==> src/sv/sgs_pkg.sv <==
`default_nettype none
// ----------------------------------------------------------------------------
// sgs_pkg: shared types and constants of the savitzky-golay smoother
// tap tables, word widths and the rounded reciprocals of both divisors
// ----------------------------------------------------------------------------
package sgs_pkg;

    localparam int SAMPLE_BITS     = 16;
    localparam int RECIP_FRAC_BITS = 24;
    localparam int NUM_CELLS       = 9;
    localparam int TAP_W           = 9;
    localparam int SUM_W           = SAMPLE_BITS + 10;
    localparam int RECIP_W         = 21;
    localparam int PROD_W          = SUM_W + RECIP_W;
    localparam int ROUND_W         = PROD_W - RECIP_FRAC_BITS;

    localparam longint DIV7 = 21;
    localparam longint DIV9 = 429;
    localparam longint RECIP7 = ((longint'(1) << RECIP_FRAC_BITS) + DIV7 / 2) / DIV7;
    localparam longint RECIP9 = ((longint'(1) << RECIP_FRAC_BITS) + DIV9 / 2) / DIV9;

    typedef logic signed [SAMPLE_BITS-1:0] sample_t;
    typedef logic signed [TAP_W-1:0]       tap_t;
    typedef logic signed [SUM_W-1:0]       sum_t;
    typedef logic signed [RECIP_W-1:0]     recip_t;
    typedef logic signed [PROD_W-1:0]      prod_t;
    typedef logic signed [ROUND_W-1:0]     round_t;

    typedef enum logic
    {
        FILTER_CUBIC7   = 1'b0,
        FILTER_QUINTIC9 = 1'b1
    } filter_t;

    localparam recip_t RECIP7_C = RECIP_W'(RECIP7);
    localparam recip_t RECIP9_C = RECIP_W'(RECIP9);

    // cubic taps, zero past the seventh cell
    function automatic tap_t tap7(input int k);
        tap_t t;
        case (k)
            0:       t = -9'sd2;
            1:       t = 9'sd3;
            2:       t = 9'sd6;
            3:       t = 9'sd7;
            4:       t = 9'sd6;
            5:       t = 9'sd3;
            6:       t = -9'sd2;
            default: t = 9'sd0;
        endcase
        return t;
    endfunction

    function automatic tap_t tap9(input int k);
        tap_t t;
        case (k)
            0:       t = 9'sd15;
            1:       t = -9'sd55;
            2:       t = 9'sd30;
            3:       t = 9'sd135;
            4:       t = 9'sd179;
            5:       t = 9'sd135;
            6:       t = 9'sd30;
            7:       t = -9'sd55;
            8:       t = 9'sd15;
            default: t = 9'sd0;
        endcase
        return t;
    endfunction

endpackage
`default_nettype wire

==> src/sv/sgs_cell.sv <==
`default_nettype none
// ----------------------------------------------------------------------------
// sgs_cell: one cell of the transposed filter chain
// holds one partial sum per filter and adds its tap product to the neighbor's
// ----------------------------------------------------------------------------
module sgs_cell
(
    input  wire logic            clk,
    input  wire logic            rst_n,
    input  wire logic            shift_en,
    input  wire sgs_pkg::sample_t sample,
    input  wire sgs_pkg::tap_t   tap7,
    input  wire sgs_pkg::tap_t   tap9,
    input  wire sgs_pkg::sum_t   acc7_in,
    input  wire sgs_pkg::sum_t   acc9_in,
    output sgs_pkg::sum_t        acc7,
    output sgs_pkg::sum_t        acc9
);
    import sgs_pkg::*;

    sum_t acc7_reg, acc7_next;
    sum_t acc9_reg, acc9_next;

    always_comb
    begin
        acc7_next = (SUM_W'(tap7) * SUM_W'(sample)) + acc7_in;
        acc9_next = (SUM_W'(tap9) * SUM_W'(sample)) + acc9_in;
    end

    always_ff @(posedge clk or negedge rst_n)
    begin
        if (!rst_n)
        begin
            acc7_reg <= '0;
            acc9_reg <= '0;
        end
        else if (shift_en)
        begin
            acc7_reg <= acc7_next;
            acc9_reg <= acc9_next;
        end
    end

    assign acc7 = acc7_reg;
    assign acc9 = acc9_reg;

endmodule
`default_nettype wire

==> src/sv/sgs_scaler.sv <==
`default_nettype none
// ----------------------------------------------------------------------------
// sgs_scaler: reciprocal scaling, rounding and saturation
// multiplies the tap sum by the rounded reciprocal, then rounds and clips
// ----------------------------------------------------------------------------
module sgs_scaler
(
    input  wire logic             clk,
    input  wire logic             advance,
    input  wire sgs_pkg::filter_t filter_sel,
    input  wire sgs_pkg::sum_t    tap_sum,
    output sgs_pkg::sample_t      smoothed_out,
    output logic                  clipped
);
    import sgs_pkg::*;

    localparam round_t SAT_MAX = ROUND_W'((longint'(1) << (SAMPLE_BITS - 1)) - 1);
    localparam round_t SAT_MIN = -SAT_MAX - ROUND_W'(1);
    localparam prod_t  HALF    = PROD_W'(longint'(1) << (RECIP_FRAC_BITS - 1));

    recip_t  recip;
    prod_t   prod_reg, prod_next;
    prod_t   rounded;
    round_t  y;
    sample_t smoothed_reg, smoothed_next;
    logic    clipped_reg, clipped_next;

    always_comb
    begin
        case (filter_sel)
            FILTER_CUBIC7:   recip = RECIP7_C;
            FILTER_QUINTIC9: recip = RECIP9_C;
            default:         recip = RECIP7_C;
        endcase
        prod_next = PROD_W'(tap_sum) * PROD_W'(recip);
    end

    always_comb
    begin
        rounded = prod_reg + HALF;
        y       = rounded[PROD_W-1:RECIP_FRAC_BITS];
        if (y > SAT_MAX)
        begin
            smoothed_next = SAMPLE_BITS'(SAT_MAX);
            clipped_next  = 1'b1;
        end
        else if (y < SAT_MIN)
        begin
            smoothed_next = SAMPLE_BITS'(SAT_MIN);
            clipped_next  = 1'b1;
        end
        else
        begin
            smoothed_next = y[SAMPLE_BITS-1:0];
            clipped_next  = 1'b0;
        end
    end

    always_ff @(posedge clk)
    begin
        if (advance)
        begin
            prod_reg     <= prod_next;
            smoothed_reg <= smoothed_next;
            clipped_reg  <= clipped_next;
        end
    end

    assign smoothed_out = smoothed_reg;
    assign clipped      = clipped_reg;

endmodule
`default_nettype wire

==> src/sv/savitzky_golay_smoother_unit.sv <==
`default_nettype none
// ----------------------------------------------------------------------------
// savitzky_golay_smoother_unit: streaming savitzky-golay smoother
// 7-tap cubic or 9-tap quintic smoothing of a signed sample stream
// ----------------------------------------------------------------------------
// One smoothed sample leaves for every sample taken, one item per clock
// cycle when the output side keeps up. The nine-cell transposed tap chain
// registers the finished tap sum at the accepting edge, the reciprocal
// multiply then registers the product, and rounding and saturation fill the
// output register, from which the result shows on m_tdata. The whole pipeline
// advances together, so s_tready is low whenever the output register holds an
// item that m_tready does not take. Reset clears the chain, which makes the
// first results see zero history. cfg_data picks the filter (0 cubic over 21,
// 1 quintic over 429), and a change applies to the stored history at once.
// ----------------------------------------------------------------------------
module savitzky_golay_smoother_unit
(
    input  wire logic        clk,
    input  wire logic        rst_n,
    input  wire logic        cfg_valid,
    output logic             cfg_ready,
    input  wire logic        cfg_data,     // filter_choice
    input  wire logic        s_tvalid,
    output logic             s_tready,
    input  wire logic [15:0] s_tdata,      // sample_in
    output logic             m_tvalid,
    input  wire logic        m_tready,
    output logic [15:0]      m_tdata,      // smoothed_out
    output logic             m_tuser       // clipped
);
    import sgs_pkg::*;

    filter_t filter_reg;
    logic    v1_reg, v2_reg, vout_reg;
    logic    advance;
    logic    accept;
    sum_t    acc7 [NUM_CELLS+1];
    sum_t    acc9 [NUM_CELLS+1];
    sum_t    tap_sum;
    sample_t smoothed;

    assign cfg_ready = 1'b1;
    assign advance   = !vout_reg || m_tready;
    assign s_tready  = advance;
    assign accept    = s_tvalid && advance;

    always_ff @(posedge clk or negedge rst_n)
    begin
        if (!rst_n)
        begin
            filter_reg <= FILTER_CUBIC7;
        end
        else if (cfg_valid)
        begin
            filter_reg <= filter_t'(cfg_data);
        end
    end

    always_ff @(posedge clk or negedge rst_n)
    begin
        if (!rst_n)
        begin
            v1_reg   <= 1'b0;
            v2_reg   <= 1'b0;
            vout_reg <= 1'b0;
        end
        else if (advance)
        begin
            v1_reg   <= accept;
            v2_reg   <= v1_reg;
            vout_reg <= v2_reg;
        end
    end

    assign acc7[NUM_CELLS] = '0;
    assign acc9[NUM_CELLS] = '0;

    for (genvar k = 0; k < NUM_CELLS; k++)
    begin : g_cell
        sgs_cell u_cell
        (
            .clk      (clk),
            .rst_n    (rst_n),
            .shift_en (accept),
            .sample   (sample_t'(s_tdata)),
            .tap7     (tap7(k)),
            .tap9     (tap9(k)),
            .acc7_in  (acc7[k+1]),
            .acc9_in  (acc9[k+1]),
            .acc7     (acc7[k]),
            .acc9     (acc9[k])
        );
    end

    always_comb
    begin
        case (filter_reg)
            FILTER_CUBIC7:   tap_sum = acc7[0];
            FILTER_QUINTIC9: tap_sum = acc9[0];
            default:         tap_sum = acc7[0];
        endcase
    end

    sgs_scaler u_scaler
    (
        .clk          (clk),
        .advance      (advance),
        .filter_sel   (filter_reg),
        .tap_sum      (tap_sum),
        .smoothed_out (smoothed),
        .clipped      (m_tuser)
    );

    assign m_tvalid = vout_reg;
    assign m_tdata  = smoothed;

    // the cubic chain never reaches the last two cells
    a_cubic_tail_zero: assert property (@(posedge clk) disable iff (!rst_n)
        (acc7[NUM_CELLS-2] == '0) && (acc7[NUM_CELLS-1] == '0))
        else $error("cubic tail cell holds a nonzero partial sum");

    a_clip_at_limit: assert property (@(posedge clk) disable iff (!rst_n)
        (m_tvalid && m_tuser) |-> (m_tdata == 16'h7fff || m_tdata == 16'h8000))
        else $error("clipped item not at a range limit");

    a_accept_fills_stage: assert property (@(posedge clk) disable iff (!rst_n)
        (s_tvalid && s_tready) |=> v1_reg)
        else $error("accepted item lost in the tap chain");

    a_stage_reaches_out: assert property (@(posedge clk) disable iff (!rst_n)
        (v2_reg && advance) |=> m_tvalid)
        else $error("scaled item did not reach the output");

endmodule
`default_nettype wire
==> config.mk <==
export PLATFORM = sky130hd
export DESIGN_NAME = savitzky_golay_smoother_unit
export DESIGN_NICKNAME = d
export VERILOG_FILES = /design/src/sv/sgs_pkg.sv /design/src/sv/sgs_cell.sv /design/src/sv/sgs_scaler.sv /design/src/sv/savitzky_golay_smoother_unit.sv
export SDC_FILE = /design/constraint.sdc
export NUM_CORES = 2
export LEC_CHECK = 0
export BUFFER_PORTS_ARGS = -buffer_cell sky130_fd_sc_hd__buf_2
export CAP_MARGIN = 20
export CORE_ASPECT_RATIO = 1.75
export CORE_MARGIN = 2
export CORE_UTILIZATION = 47
export DETAILED_ROUTE_END_ITERATION = 8
export PLACE_DENSITY_LB_ADDON = 0.25
export SLEW_MARGIN = 20
export SYNTH_ARGS = -nofsm -noshare
export SYNTH_HDL_FRONTEND = slang
export SYNTH_SLANG_ARGS = --single-unit
==> constraint.sdc <==
create_clock -name clk -period 8.05 [get_ports clk]
set_input_delay 1.61 -clock clk [delete_from_list [all_inputs] [get_ports clk]]
set_output_delay 1.61 -clock clk [all_outputs]
set_load 0.02 [all_outputs]
==> results.py <==
metrics = {
    "yosys": {
        "synth_seq_cells": 452,
        "synthCells": 5818,
        "synth_edf_count": 41,
        "yosys_warnings": 0,
        "synth_common_cells": "ha_1 (803), nand2_1 (742), inv_1 (701)",
        "synth-main-ff-cell": "dfrtp_1",
        "seq_area_frac_synth_pct": 22.3,
        "synth_top_area_share_pct": 19.9,
        "async_flop_share_pct": 90.9,
        "post-synth-top-count-cell": "ha_1",
        "post_synth_num_cell_types": 93,
        "ys_top_cells_by_area": "dfrtp_1 (20%), ha_1 (19%), fa_1 (14%)",
        "synth_area_sq_um": 51700,
        "synth_largest_area_cell": "dfrtp_1",
        "syn_area_per_cell_sq_um": 8.88,
    },
    "timing": {
        "hold_ws_ns": 0.465,
        "maxSlewViolCount": 0,
        "min_period_over_period_pct": 94.7,
        "tightest_slew_ns": 1.25,
        "setup_ws_ns": 0.427,
        "clock.fmax_mhz": 131,
        "rsz0062_at_grt": "no",
        "layout_min_cycle_time_ns": 7.62,
        "slew_headroom_pct": 16.4,
        "hold_violations": 0,
        "setup_violations": 0,
        "clock-skew-final_ns": 0.0488,
    },
    "job": {
        "drv_cap": 0,
    },
    "grt": {
        "gr-total-overflow": 0,
        "grt_use_total_pct": 27.7,
        "antenna_found_initial": 3,
        "grt_pass1_vias": 43700,
        "grt_pass1_wl_mm": 238,
        "grt_max_degree": 250,
    },
    "floorplanning": {
        "dieWidth_um": 255,
        "fp-row-count": 160,
        "fp.dieH_um": 443,
        "core_region_area_sq_um": 109000,
        "design.portCount": 42,
        "start_util_pct": 47.4,
        "dieArea_sq_um": 113000,
    },
    "routing": {
        "ant_nets": 0,
        "vias_per_cell": 5.55,
        "wl_per_cell_um": 20.6,
        "drtIter0Drc": 1734,
        "finalWirelength_mm": 154,
        "drc": 0,
        "first_pass_iters": 6,
        "vias": 41300,
    },
    "clocking": {
        "clkTransAtPathRegs_ns": 0.06,
        "cts.path.max_buffers": 3,
        "htreeDepth": 2,
        "cts_tree": "yes",
        "clockRootBuffer": "clkbuf_16",
        "cts_sinks": 452,
        "cts_hold_buf": 0,
        "cts_resized": 0,
        "cts_buffers": 50,
        "cts_setup_buffers": 0,
        "worstSkewPairLatency_ns": 0.65,
    },
    "setup_path": {
        "crit_path_frequent_cell": "ha_1",
        "worstSetupPathType": "primary input to flop",
        "arrival_ns": 8.12,
        "crit_required_ns": 8.55,
        "endpoint_kind": "flop",
        "critical_path.max_fanout": 7,
        "cp_slowest_stage_delay_ns": 0.56,
        "critPathTopFamily": "compound AO/OA/AOI/OAI gates",
        "startpoint_type": "primary input",
        "crit_slowest_cell": "a311oi_2",
        "path_buf_inv": 6,
    },
    "layout": {
        "design_area_sq_um": 56200,
        "syn2layout_area_growth_pct": 8.74,
        "fillCellCount": 10400,
        "drive_gt1_share_pct": 5.91,
        "largest_reg_flops": 228,
        "multiInputGateArea_sq_um": 37000,
        "layout.area.seq_sq_um": 11500,
        "layout.nets": 7125,
        "num_antenna_cells": 0,
    },
    "placed_design": {
        "routabilityCongestion": 0.988,
        "dpl_cell_area_sq_um": 54500,
        "portBuffers": 40,
        "dp_hpwl_mm": 129,
        "pre_cts_slack_ns": -0.389,
    },
    "hold_path": {
        "min_path_type": "flop to flop",
    },
    "outcome": {
        "status": "complete, no violations",
    },
}
-- layer usage --
layer  vias up  routed length, um  track usage, %
met4         2              15400            22.9
met2       844              82700            52.9
met3       507               3500            2.32
met5         -                 11               0
met1     19800              52000            26.2
li1      20100                  -               -
-- final timing paths --
| kind | cells past startpoint | end | from | slack (ns) |
|---|---|---|---|---|
| max | 28 | g_cell[5].u_cell.acc9[25]$_DFFE_PN0P_ | s_tdata[8] | 0.43 |
| min | 1 | m_tvalid$_DFFE_PN0N_ | v2_reg$_DFFE_PN0N_ | 0.46 |
| max reg2reg | 28 | u_scaler.prod_reg[46]$_DFFE_PN_ | filter_reg$_DFFE_PN0P_ | 0.66 |
| min reg2reg | 1 | m_tvalid$_DFFE_PN0N_ | v2_reg$_DFFE_PN0N_ | 0.46 |
| max in group asynchronous | 2 | g_cell[4].u_cell.acc7[23]$_DFFE_PN0P_ | rst_n | 5.43 |
| min in group asynchronous | 1 | g_cell[6].u_cell.acc9[1]$_DFFE_PN0P_ | rst_n | 1.03 |
-- cells by family after synthesis --
| group | after synthesis | share of synthesized area, % |
|---|---|---|
| muxes | 24 | 0.499 |
| xor gates and xnor gates | 451 | 7.77 |
| and+or+nand+nor | 1499 | 13.2 |
| adders and majority gates | 1156 | 33.1 |
| DFF | 452 | 22.3 |
| other | 2 | 0.0145 |
| AOI/OAI and AO/OA | 1402 | 17.0 |
| buffers and inverters | 832 | 6.06 |
-- worst reg2reg max path: cells and delay by family, from the launching register on --
family	cells	cell delay (ns)
adder cells (fa/ha/maj)	8	3.22
AO/OA/AOI/OAI	8	2.03
buffers and inverters	8	0.72
flip-flops	1	0.59
AND/OR/NAND/NOR	3	0.49
XOR/XNOR	1	0.12
-- per-stage QoR --
| step | utilization, % | TNS [ns] | std cells |
|---|---|---|---|
| floorplan | - | 0 | 5821 |
| finish | 51.6 | 0 | 7443 |
| global route | 51.6 | 0 | 7443 |
| detailed placement | 50.0 | -0.587 | 7353 |
| CTS | 51.6 | 0 | 7443 |
| global placement | 50.0 | -0.489 | 7353 |
-- layout make-up --
cell class,instances,area share (%)
clock buffer,73,2.60
clock inverter,17,0.370
inverter,703,4.70
multi-input combinational,4537,65.9
sequential,452,20.5
tap,1458,3.25
timing repair buffer,203,2.64
-- placed cells by master (no fill, tap or decap), types with 14 or more instances in the layout --
| cell type | count |
|---|---|
| mux2_2 | 14 |
| o21a_1 | 59 |
| nand2b_1 | 84 |
| a211oi_1 | 42 |
| a21oi_1 | 320 |
| a31oi_1 | 39 |
| nand2_1 | 741 |
| a21o_1 | 171 |
| o21bai_1 | 62 |
| nand4_1 | 24 |
| o31a_1 | 17 |
| dfrtp_1 | 410 |
| and2_1 | 36 |
| o21ai_0 | 468 |
| edfxtp_1 | 41 |
| o31ai_1 | 40 |
| or3_1 | 37 |
| nor2b_1 | 40 |
| and3_1 | 45 |
| xnor2_1 | 285 |
| or2_2 | 21 |
| buf_2 | 39 |
| inv_1 | 701 |
| nor3_1 | 74 |
| nand3_1 | 101 |
| clkbuf_16 | 51 |
| ha_1 | 803 |
| nor2_1 | 233 |
| o211ai_1 | 27 |
| xor2_1 | 161 |
| fa_1 | 353 |
| buf_4 | 159 |
Power is left out: the tool's default activity adds up to more than one toggle a clock period on the data nets, which glitch-free logic cannot reach.
